### src/rtl/core/tosp_pkg.sv
package tosp_pkg;

  // grid index width of both angle fields
  localparam int IDX_W = 6;

  // configuration port address width: six 32-bit registers at 4*i
  localparam int ADDR_W = 5;

  // register stages per unit
  localparam int DIR_STAGES   = 2;
  localparam int FORM_STAGES  = 4;
  localparam int POINT_STAGES = 2;
  localparam int STAGES       = DIR_STAGES + FORM_STAGES + POINT_STAGES;

  localparam logic signed [65:0] MAX32 = 66'sd2147483647;
  localparam logic signed [65:0] MIN32 = -66'sd2147483648;

  typedef struct packed {
    logic signed [31:0] x;
    logic signed [31:0] y;
    logic signed [31:0] z;
  } vec3_t;

  typedef struct packed {
    logic signed [31:0] xx;
    logic signed [31:0] yy;
    logic signed [31:0] zz;
    logic signed [31:0] xy;
    logic signed [31:0] xz;
    logic signed [31:0] yz;
  } tensor_t;

  // unit direction in q2.30 plus the center riding along
  typedef struct packed {
    vec3_t d;
    vec3_t center;
  } dir_t;

  // clipped radius, its flag, and what the point stage still needs
  typedef struct packed {
    logic signed [31:0] r;
    logic               sat;
    vec3_t              d;
    vec3_t              center;
  } rad_t;

  typedef struct packed {
    vec3_t p;
    logic  sat;
  } point_t;

  typedef struct packed {
    logic               sat;
    logic signed [31:0] val;
  } clip_t;

  // round to nearest, ties away from zero, then arithmetic shift by s
  function automatic logic signed [65:0] round_shift(input logic signed [65:0] v,
                                                     input int unsigned s);
    logic signed [65:0] half;
    logic signed [65:0] adj;
    half = 66'sd1 <<< (s - 1);
    adj  = half - $signed({65'd0, v[65]});
    return (v + adj) >>> s;
  endfunction

  function automatic clip_t clip32(input logic signed [65:0] v);
    clip_t c;
    if (v > MAX32) begin
      c.sat = 1'b1;
      c.val = 32'sh7fff_ffff;
    end else if (v < MIN32) begin
      c.sat = 1'b1;
      c.val = 32'sh8000_0000;
    end else begin
      c.sat = 1'b0;
      c.val = v[31:0];
    end
    return c;
  endfunction

endpackage

### src/rtl/core/tosp_cfg.sv
module tosp_cfg (
  input  logic                        clk,
  input  logic                        rst_n,
  input  logic                        psel,
  input  logic                        penable,
  input  logic                        pwrite,
  input  logic [tosp_pkg::ADDR_W-1:0] paddr,
  input  logic [31:0]                 pwdata,
  output logic [31:0]                 prdata,
  output logic                        pready,
  output tosp_pkg::tensor_t           tensor
);

  localparam logic [2:0] REG_XX = 3'd0;
  localparam logic [2:0] REG_YY = 3'd1;
  localparam logic [2:0] REG_ZZ = 3'd2;
  localparam logic [2:0] REG_XY = 3'd3;
  localparam logic [2:0] REG_XZ = 3'd4;
  localparam logic [2:0] REG_YZ = 3'd5;

  tosp_pkg::tensor_t tensor_r;
  tosp_pkg::tensor_t tensor_nxt;
  logic [2:0]        reg_idx;
  logic              wr_en;

  assign reg_idx = paddr[tosp_pkg::ADDR_W-1:2];
  assign wr_en   = psel && penable && pwrite;
  assign pready  = 1'b1;
  assign tensor  = tensor_r;

  always_comb begin
    tensor_nxt = tensor_r;
    if (wr_en) begin
      case (reg_idx)
        REG_XX:  tensor_nxt.xx = pwdata;
        REG_YY:  tensor_nxt.yy = pwdata;
        REG_ZZ:  tensor_nxt.zz = pwdata;
        REG_XY:  tensor_nxt.xy = pwdata;
        REG_XZ:  tensor_nxt.xz = pwdata;
        REG_YZ:  tensor_nxt.yz = pwdata;
        default: tensor_nxt = tensor_r;
      endcase
    end
  end

  always_comb begin
    case (reg_idx)
      REG_XX:  prdata = tensor_r.xx;
      REG_YY:  prdata = tensor_r.yy;
      REG_ZZ:  prdata = tensor_r.zz;
      REG_XY:  prdata = tensor_r.xy;
      REG_XZ:  prdata = tensor_r.xz;
      REG_YZ:  prdata = tensor_r.yz;
      default: prdata = 32'd0;
    endcase
  end

  always_ff @(posedge clk) begin
    if (!rst_n) begin
      tensor_r <= '0;
    end else begin
      tensor_r <= tensor_nxt;
    end
  end

endmodule

### config.mk
export PLATFORM = sky130hd
export DESIGN_NAME = tosp_cfg
export DESIGN_NICKNAME = d
export VERILOG_FILES = /design/src/rtl/core/tosp_pkg.sv /design/src/rtl/core/tosp_cfg.sv
export SDC_FILE = /design/constraint.sdc
export NUM_CORES = 1
export LEC_CHECK = 0
export ABC_AREA = 1
export BUFFER_PORTS_ARGS = -buffer_cell sky130_fd_sc_hd__buf_2
export CAP_MARGIN = 15
export CELL_PAD_IN_SITES_DETAIL_PLACEMENT = 0
export CELL_PAD_IN_SITES_GLOBAL_PLACEMENT = 2
export CORE_MARGIN = 3
export CORE_UTILIZATION = 30
export CTS_BUF_LIST = sky130_fd_sc_hd__clkbuf_8
export CTS_CLUSTER_SIZE = 25
export DETAILED_ROUTE_END_ITERATION = 12
export PLACE_DENSITY_LB_ADDON = 0.15
export SETUP_SLACK_MARGIN = 0.15
export SYNTH_ARGS = -nofsm -noshare
export SYNTH_HDL_FRONTEND = slang
export SYNTH_SLANG_ARGS = --single-unit
### constraint.sdc
create_clock -name clk -period 2.97 [get_ports clk]
set_input_delay 0.297 -clock clk [delete_from_list [all_inputs] [get_ports clk]]
set_output_delay 0.297 -clock clk [all_outputs]
set_load 0.005 [all_outputs]
==> run summary <==
H-tree depth: 4
Initial antenna violation count: 2
Clock Skews: 0 ns
Top FF cell, synth: dfxtp_1
Hold Crit Class: in2reg
Status: complete, no violations
Mux share of post-synthesis cell area: 0%
Synth Area in Simple Gates: 50.16%
Xor and xnor area share after synthesis: 0%
Synth cell types: 17
Vias in the first global route: 9535
1st-pass router iterations: 5
Area leader, netlist: dfxtp_1
Synth Warn #: 0
Area of the multi-input gates: 4781 um2
Iter 0 DRT Violations: 660
Setup TNS: 0 ns
Clock latency on the worst-skew pair: 0.47 ns
Largest family of logic cells by synthesized area: simple AND/OR/NAND/NOR gates
CTS tree: yes
Total grt overflow: 0
Complex-gate fraction of the synthesized area: 0.3202%
Worst EP required: 2.67 ns
Sink Count: 192
Wirelength per Cell: 17.87 um
Cells after Synth: 1510
Vert. Die Dim: 182.8 um
Max Transition Viols Final: 0
Syn Nets: 1552
RePlAce Congestion: 0.7786
Post-DRT Antenna Nets: 0
Leak pwr: 5.838 nW
# resized after CTS: 0
Post-CTS Hold Buffers: 0
Least-Margin Pin Slew: 0.5873 ns
Synth Cell Area: 9379 um2
GRT Util Overall: 22.29%
Power Total: 5.036 mW
Core Area: 30670 um2
Via/cell ratio: 4.764
Die X: 182.8 um
Clk slew on worst S/H paths: 0.12 ns
Sequential element share of the synthesized area: 40.98%
Setup Viol. Count Final: 0
EDFF count, synth: 0
Critical Path Source Type: input pin
Top-count cell post-synth: nand2_1
Clock root buffer master: clkbuf_8
I/O pin cnt: 267
Largest register FFs: 192
Number of setup buffers added after CTS: 0
Largest net degree at the start of global routing: 100
Share of the clock period used by the worst path: 77.10%
FP Rows: 64
DRC: 0
Crit. End Element: output port
Power Dens Cells: 437.9 nW/um2
Async SR Flop Fraction: 0%
Post-Route Utilization: 37.50%
Fmax: 436.7 MHz
Layout Nets: 1757
Critical path class: in2out
Initial Util: 30.58%
Die Area: 33420 um2
Total Wirelength: 37970 um
CTS Buf Count: 17
Final Hold Fails: 0
Share of layout cells above drive strength 1: 20.20%
Via count: 10123
Flip-flop and latch area: 3844 um2
Clk buf depth: 2
Syn avg cell area: 6.211 um2
Area Growth Syn to Fin: 22.64%
FF+latch count, synth: 192
RSZ-0062 raised after global routing: false
Peak supply drop: 0.2075 mV
# fillers: 3462
Max cap viols: 0
Fin Hold WS: 0.2055 ns
PortBufs: 263
DP Area: 11090 um2
Final instance area: 11500 um2
CP Max Fanout: 40
Synth top cells by count: nand2_1 (436), nor2_1 (423), nand3_1 (200)
Synth top area share: 40.98%
Placed wire-length estimate: 24660 um
Adder-cell share of the synthesized area: 0%
Critical Path AT: 1.99 ns
Post-route minimum period: 2.290 ns
Max-slew headroom: 60.85%
First-pass GRT wire length: 58030 um
Area contributors post-synth: dfxtp_1 (41%), nand2_1 (17%), nor2_1 (17%)
worst max-delay path, stage by stage:
cell and delay, ns:
buf_4 0.42, nand2_1 0.17, nor2_4 0.40, buf_12 0.30, nand2_1 0.08, nand2_1 0.06
inv_1 0.04, nand2_1 0.07, buf_2 0.11
stage by stage:
step                      cells  worst slack [ns]
after floorplan            1510             1.447
after global placement     2092            0.6495
after CTS                  2124            0.6653
after detailed placement   2092            0.6687
final                      2125            0.6803
after global routing       2125            0.5451
final cells by class:
type,count,area share (%)
clock buffer,17,2.034
inverter,68,2.241
clock inverter,15,1.566
antenna,1,0.02176
tap,396,4.308
sequential,192,33.42
timing repair buffer,299,14.85
multi-input combinational,1137,41.56
power by group:
group	switching (mW)	internal, mW
combinational	0.376	0.150
sequential	0.0276	2.61
clock	1.09	0.781
layer usage:
metal	global-route usage, %	part of all wire (%)
met5	0	0.045
met3	5.018	6.2
met1	30.81	47
met4	4.929	1.5
met2	35.84	45
path summary, 6_finish.rpt:
| check | cells after the start | startpoint | slack (ns) | end |
|---|---|---|---|---|
| worst min-delay path | 5 | pwdata[11] | 0.21 | tensor[11]$_SDFFE_PN0P_ |
| worst max-delay path | 9 | paddr[2] | 0.68 | prdata[7] |
| worst max register to register | 2 | tensor[61]$_SDFFE_PN0P_ | 2.30 | tensor[61]$_SDFFE_PN0P_ |
| worst min register to register | 2 | tensor[54]$_SDFFE_PN0P_ | 0.50 | tensor[54]$_SDFFE_PN0P_ |
cells in the final DEF, fill, tap and decap left out, types with 12 or more instances in the layout:
| cell type | netlist | layout |
|---|---|---|
| buf_2 | 58 | 261 |
| buf_4 | 12 | 28 |
| clkbuf_8 | 0 | 17 |
| dfxtp_1 | 192 | 192 |
| inv_1 | 65 | 64 |
| nand2_1 | 436 | 436 |
| nand3_1 | 200 | 200 |
| nand4_1 | 58 | 58 |
| nor2_1 | 423 | 422 |
| nor2_4 | 4 | 12 |
cells by family (layout without fill, tap and decap cells):
logic type,count (synthesis),in the layout
AOI/OAI and AO/OA,6,6
other,1,2
DFF,192,192
buffers and inverters,181,399
and+or+nand+nor,1130,1130
Power figures use the tool's default switching activity.
