### src/rtl/core/tosp_pkg.sv
package tosp_pkg;

  // grid index width of both angle fields
  localparam int IDX_W = 6;

  // configuration port address width: six 32-bit registers at 4*i
  localparam int ADDR_W = 5;

  // register stages per unit
  localparam int DIR_STAGES   = 2;
  localparam int FORM_STAGES  = 4;
  localparam int POINT_STAGES = 2;
  localparam int STAGES       = DIR_STAGES + FORM_STAGES + POINT_STAGES;

  localparam logic signed [65:0] MAX32 = 66'sd2147483647;
  localparam logic signed [65:0] MIN32 = -66'sd2147483648;

  typedef struct packed {
    logic signed [31:0] x;
    logic signed [31:0] y;
    logic signed [31:0] z;
  } vec3_t;

  typedef struct packed {
    logic signed [31:0] xx;
    logic signed [31:0] yy;
    logic signed [31:0] zz;
    logic signed [31:0] xy;
    logic signed [31:0] xz;
    logic signed [31:0] yz;
  } tensor_t;

  // unit direction in q2.30 plus the center riding along
  typedef struct packed {
    vec3_t d;
    vec3_t center;
  } dir_t;

  // clipped radius, its flag, and what the point stage still needs
  typedef struct packed {
    logic signed [31:0] r;
    logic               sat;
    vec3_t              d;
    vec3_t              center;
  } rad_t;

  typedef struct packed {
    vec3_t p;
    logic  sat;
  } point_t;

  typedef struct packed {
    logic               sat;
    logic signed [31:0] val;
  } clip_t;

  // round to nearest, ties away from zero, then arithmetic shift by s
  function automatic logic signed [65:0] round_shift(input logic signed [65:0] v,
                                                     input int unsigned s);
    logic signed [65:0] half;
    logic signed [65:0] adj;
    half = 66'sd1 <<< (s - 1);
    adj  = half - $signed({65'd0, v[65]});
    return (v + adj) >>> s;
  endfunction

  function automatic clip_t clip32(input logic signed [65:0] v);
    clip_t c;
    if (v > MAX32) begin
      c.sat = 1'b1;
      c.val = 32'sh7fff_ffff;
    end else if (v < MIN32) begin
      c.sat = 1'b1;
      c.val = 32'sh8000_0000;
    end else begin
      c.sat = 1'b0;
      c.val = v[31:0];
    end
    return c;
  endfunction

endpackage

### src/rtl/core/tosp_dir.sv
module tosp_dir #(
  parameter int GRID_POINTS = 64
) (
  input  logic                            clk,
  input  logic [tosp_pkg::DIR_STAGES-1:0] stage_en,
  input  logic [tosp_pkg::IDX_W-1:0]      polar_index,
  input  logic [tosp_pkg::IDX_W-1:0]      azimuth_index,
  input  tosp_pkg::vec3_t                 center,
  output tosp_pkg::dir_t                  dir_out
);

  localparam int TRIG_ENTRIES = 2 ** tosp_pkg::IDX_W;
  localparam longint unsigned HALF_PI_Q30 = 64'd1686629713;
  localparam longint unsigned MASK30 = 64'h3fff_ffff;
  localparam longint unsigned MASK32 = 64'hffff_ffff;
  // d*(d+1) for d = 1..16; cosine takes the odd d, sine the even d
  localparam longint unsigned TAYLOR_DIV [16] = '{
    64'd2, 64'd6, 64'd12, 64'd20, 64'd30, 64'd42, 64'd56, 64'd72,
    64'd90, 64'd110, 64'd132, 64'd156, 64'd182, 64'd210, 64'd240, 64'd272
  };

  // each entry holds {sin, cos} in q1.15
  typedef logic [TRIG_ENTRIES-1:0][31:0] tab_t;

  function automatic longint taylor_q30(input longint unsigned t0,
                                        input longint unsigned x2,
                                        input int first_idx);
    longint          acc;
    longint unsigned term;
    acc  = longint'(t0);
    term = t0;
    for (int n = 0; n < 8; n++) begin
      term = (term * x2) >> 30;
      term = term / TAYLOR_DIV[first_idx + 2 * n];
      if ((n % 2) == 0) acc = acc - longint'(term);
      else              acc = acc + longint'(term);
    end
    return acc;
  endfunction

  function automatic logic signed [15:0] q30_to_q15(input longint v);
    longint r;
    r = (v < 0) ? 64'sd0 : v;
    r = (r + 64'sd16384) >>> 15;
    if (r > 64'sd32767) r = 64'sd32767;
    return r[15:0];
  endfunction

  // sine and cosine of a grid angle, polar grid spans half a turn
  function automatic logic [31:0] trig_pair(input int unsigned p, input bit polar);
    longint unsigned    a;
    longint unsigned    x;
    longint unsigned    x2;
    logic [1:0]         quad;
    logic signed [15:0] s;
    logic signed [15:0] c;
    logic [31:0]        res;
    if (polar) begin
      a = ((64'(p % (2 * GRID_POINTS)) << 32) + GRID_POINTS)
          / (2 * GRID_POINTS);
    end else begin
      a = ((64'(p % GRID_POINTS) << 32) + GRID_POINTS / 2)
          / GRID_POINTS;
    end
    a    = a & MASK32;
    quad = a[31:30];
    x    = ((a & MASK30) * HALF_PI_Q30) >> 30;
    x2   = (x * x) >> 30;
    s    = q30_to_q15(taylor_q30(x, x2, 1));
    c    = q30_to_q15(taylor_q30(64'd1 << 30, x2, 0));
    case (quad)
      2'd0:    res = {s, c};
      2'd1:    res = {c, -s};
      2'd2:    res = {-s, -c};
      default: res = {-c, s};
    endcase
    return res;
  endfunction

  function automatic tab_t build_tab(input bit polar);
    tab_t t;
    for (int p = 0; p < TRIG_ENTRIES; p++) begin
      t[p] = trig_pair(p, polar);
    end
    return t;
  endfunction

  localparam tab_t POL_TAB = build_tab(1'b1);
  localparam tab_t AZI_TAB = build_tab(1'b0);

  // stage 0: table lookup
  logic signed [15:0] sp_r, cp_r, st_r, ct_r;
  logic [31:0]        pol_nxt, azi_nxt;
  tosp_pkg::vec3_t    ctr_r;

  assign pol_nxt = POL_TAB[polar_index];
  assign azi_nxt = AZI_TAB[azimuth_index];

  always_ff @(posedge clk) begin
    if (stage_en[0]) begin
      sp_r  <= pol_nxt[31:16];
      cp_r  <= pol_nxt[15:0];
      st_r  <= azi_nxt[31:16];
      ct_r  <= azi_nxt[15:0];
      ctr_r <= center;
    end
  end

  // stage 1: direction products
  tosp_pkg::dir_t     dir_r;
  tosp_pkg::dir_t     dir_nxt;
  logic signed [31:0] dx_nxt, dy_nxt;

  assign dx_nxt = sp_r * ct_r;
  assign dy_nxt = sp_r * st_r;

  always_comb begin
    dir_nxt.d.x    = dx_nxt;
    dir_nxt.d.y    = dy_nxt;
    dir_nxt.d.z    = {cp_r[15], cp_r, 15'd0};
    dir_nxt.center = ctr_r;
  end

  always_ff @(posedge clk) begin
    if (stage_en[1]) begin
      dir_r <= dir_nxt;
    end
  end

  assign dir_out = dir_r;

endmodule

### config.mk
export PLATFORM = sky130hd
export DESIGN_NAME = tosp_dir
export DESIGN_NICKNAME = d
export VERILOG_FILES = /design/src/rtl/core/tosp_pkg.sv /design/src/rtl/core/tosp_dir.sv
export SDC_FILE = /design/constraint.sdc
export NUM_CORES = 2
export LEC_CHECK = 0
export CAP_MARGIN = 40
export CORE_MARGIN = 5
export CORE_UTILIZATION = 55
export CTS_BUF_LIST = sky130_fd_sc_hd__clkbuf_16
export DETAILED_ROUTE_END_ITERATION = 7
export DONT_BUFFER_PORTS = 1
export PLACE_DENSITY_LB_ADDON = 0.15
export SLEW_MARGIN = 40
export SYNTH_ARGS = -nofsm -noshare
export SYNTH_HDL_FRONTEND = slang
export SYNTH_SLANG_ARGS = --single-unit
### constraint.sdc
create_clock -name clk -period 12.15 [get_ports clk]
set_clock_uncertainty 0.1 [all_clocks]
set_input_delay 0 -clock clk [delete_from_list [all_inputs] [get_ports clk]]
set_output_delay 0 -clock clk [all_outputs]
set_load 0.05 [all_outputs]
==> results.ini <==
[cts]
numCtsBuffers=38
cts-root-buf=clkbuf_16
cts.sinks=335
path_clk_slew_ns=0.06
cts_tree=built
clk_path_buf_depth=3
clock_latency_ns=0.56
htreeDepth=2

[routing]
drc=1
viasPerCell=5.743
firstDrtPassIters=8
routed_wire_length_per_instance_um=20.08
ant_nets=0
drt-total-wl_mm=78.99
drtIter0Drc=1789
num_vias=22590

[place]
port_buffers=0
placed_cell_area_um2=31780
place_hpwl_mm=53.51
gp_congestion=0.9180

[setup_path]
path_cells=buf_4 > nand2_1 > fa_1 > fa_1 > fa_1 > inv_1 > fa_1 > fa_1 > inv_1 > fa_1 > inv_1 > ha_1 > a21oi_1 > nor2_1 > nor2_1 > o311ai_0 > o211ai_1 > mux2i_1 > a211oi_1
required_ns=12.35
worst-path-stages=19
r2r-end=dir_out[191]$_DFFE_PP_
start_kind=flip-flop
crit_buf_inv=4
r2r_slack_ns=5.51
r2r-start=sp_r[9]$_DFFE_PP_
reg2reg_depth=19
slowest_stage=edfxtp_1
critical-path-max-stage-delay_ns=0.74
crit_top_cell=fa_1
crit_arrival_ns=6.84
critical_path_class=reg2reg
path_delay_family=adder cells
worst_setup_path_end_kind=flip-flop
worstPathMaxFanout=17

[timing]
finalCritPeriodShare=0.5463
setup_tns_ns=0
max_freq_mhz=150.7
maxSlewHeadroom=0.4012
worstMarginPinSlew_ns=0.9000
fin_crit_ns=6.637
rsz0062_at_grt=false
slew_violations=0
finalHoldViolations=0
hold_ws_ns=0.01283
finalSetupViolations=0

[floorplanning]
die_w_um=249.1
rows=87
die_h_um=249.1
dieArea_um2=62030
initial_core_util=0.5563
ios=303
core_region_area_um2=56500

[job]
max_cap_viol_count=0

[hold_path]
holdPathStages=1
holdPathEnd=ctr_r[69]$_DFFE_PP_
hold_path_class=in2reg
holdCritStartpoint=center[69]

[finish]
nets=3888
fin_area_um2=35530
drive_gt1_frac=0.04374
area_delta_synth_final_pct=13.05
diodes=0

[logic_synthesis]
yosysWarningCount=0
synth_edf_count=335
synth_cell_types=80
synth_ff_type=edfxtp_1
netlist_instances=3030
synth-seq-area-share=0.3201
syn_area_um2=31430
ys_ff_latch=335
avgSynthCellArea_um2=10.37
async_flop_share=0

[global_route]
antenna_found_initial=0
grt_usage=0.2543
grt_pass1_wl_mm=128.7
overflow=0
grt_pass1_vias=24010
grt_max_degree=177

[outcome]
status=finished, violations left
violations=DRC

## synthesized netlist by cell type (8+ instances only)
library cell | instances | area (µm²)
inv_1 | 473 | 1775
fa_1 | 360 | 7207
nand2_1 | 349 | 1310
edfxtp_1 | 335 | 10060
ha_1 | 268 | 3353
and2_1 | 228 | 1426
a21oi_1 | 155 | 775.7
clkbuf_1 | 132 | 495.5
o21ai_0 | 123 | 615.6
nor2_1 | 106 | 397.9
a21o_1 | 37 | 277.8
nor2b_1 | 35 | 219.0
xnor2_1 | 33 | 289.0
nand3_1 | 28 | 140.1
nand2b_1 | 26 | 162.7
buf_2 | 25 | 125.1
mux4_2 | 25 | 563.0
a211oi_1 | 24 | 180.2
o211ai_1 | 20 | 150.1
xor2_1 | 19 | 166.4
nor3_1 | 18 | 90.09
a31oi_1 | 17 | 106.4
buf_4 | 16 | 120.1
mux2i_1 | 15 | 150.1
buf_1 | 13 | 48.80
o21bai_1 | 12 | 90.09
o31ai_1 | 10 | 75.07
o22ai_1 | 9 | 56.30
nand4_1 | 8 | 50.05
o21ai_1 | 8 | 40.04
## through the flow
| stage | util | instances | worst slack [ns] |
|---|---|---|---|
| 6_report | 0.6289 | 3934 | 5.513 |
| 5_1_grt | 0.6289 | 3934 | 5.160 |
| 4_1_cts | 0.6278 | 3931 | 5.569 |
| 3_5_place_dp | 0.5625 | 3630 | 5.563 |
| 3_3_place_gp | 0.5618 | 3627 | 5.600 |
| 2_1_floorplan | - | 3044 | 6.440 |
## per-layer routing
layer,up-vias,GRT usage,share of wire
met5,-,0,0
met4,0,0.08043,0.032
met3,161,0.03498,0.056
met2,848,0.4417,0.51
met1,11410,0.3341,0.41
li1,10180,-,-
## cell families after synthesis
family | synth area share
simple gates | 0.1284
buf+inv | 0.08185
fa+ha+maj | 0.3360
compound gates | 0.09570
flops | 0.3201
xor+xnor | 0.01449
mux | 0.02341
other cells | 0.0001193
## registers in the layout (all words and copies together) (netlist names)
signal	flops
dir_out	176
ctr_r	96
cp_r	16
ct_r	16
st_r	16
sp_r	15
## worst max path at each step
stage	from	slack, ns	end
final	sp_r[9]$_DFFE_PP_	5.51	dir_out[191]$_DFFE_PP_
after global routing	sp_r[9]$_DFFE_PP_	5.16	dir_out[191]$_DFFE_PP_
after CTS	sp_r[9]$_DFFE_PP_	5.57	dir_out[188]$_DFFE_PP_
after detailed placement	sp_r[9]$_DFFE_PP_	5.56	dir_out[191]$_DFFE_PP_
after global placement	sp_r[7]$_DFFE_PP_	5.60	dir_out[188]$_DFFE_PP_
after floorplan	ct_r[4]$_DFFE_PP_	6.44	dir_out[189]$_DFFE_PP_
## cell type report
cell class                 instances  area (µm²)
clock buffer                      39       975.9
sequential                       335       10060
fill                            4511       20960
tap                              756       945.9
clock inverter                    30       251.5
timing repair buffer             251        2664
inverter                         475        1783
multi-input combinational       2048       18850
## placed cells by master (no fill, tap or decap), types with 25 or more instances in the layout
master / count
nand2_1: 349
clkbuf_16: 39
xnor2_1: 33
nand2b_1: 26
inv_1: 477
nor2_1: 106
nor2b_1: 35
mux4_2: 25
edfxtp_1: 335
o21ai_0: 123
fa_1: 360
and2_1: 228
nand3_1: 28
a21o_1: 37
ha_1: 268
a21oi_1: 155
dlygate4sd3_1: 223
## repair_timing
action	4_1_cts	5_1_grt
setup buffers	0	0
endpoints found under the hold margin	494	1
hold buffers	232	1
resized for setup	0	0
Power is not shown: default switching activity piles up to over one toggle a cycle in this logic, so the estimate is an artifact.
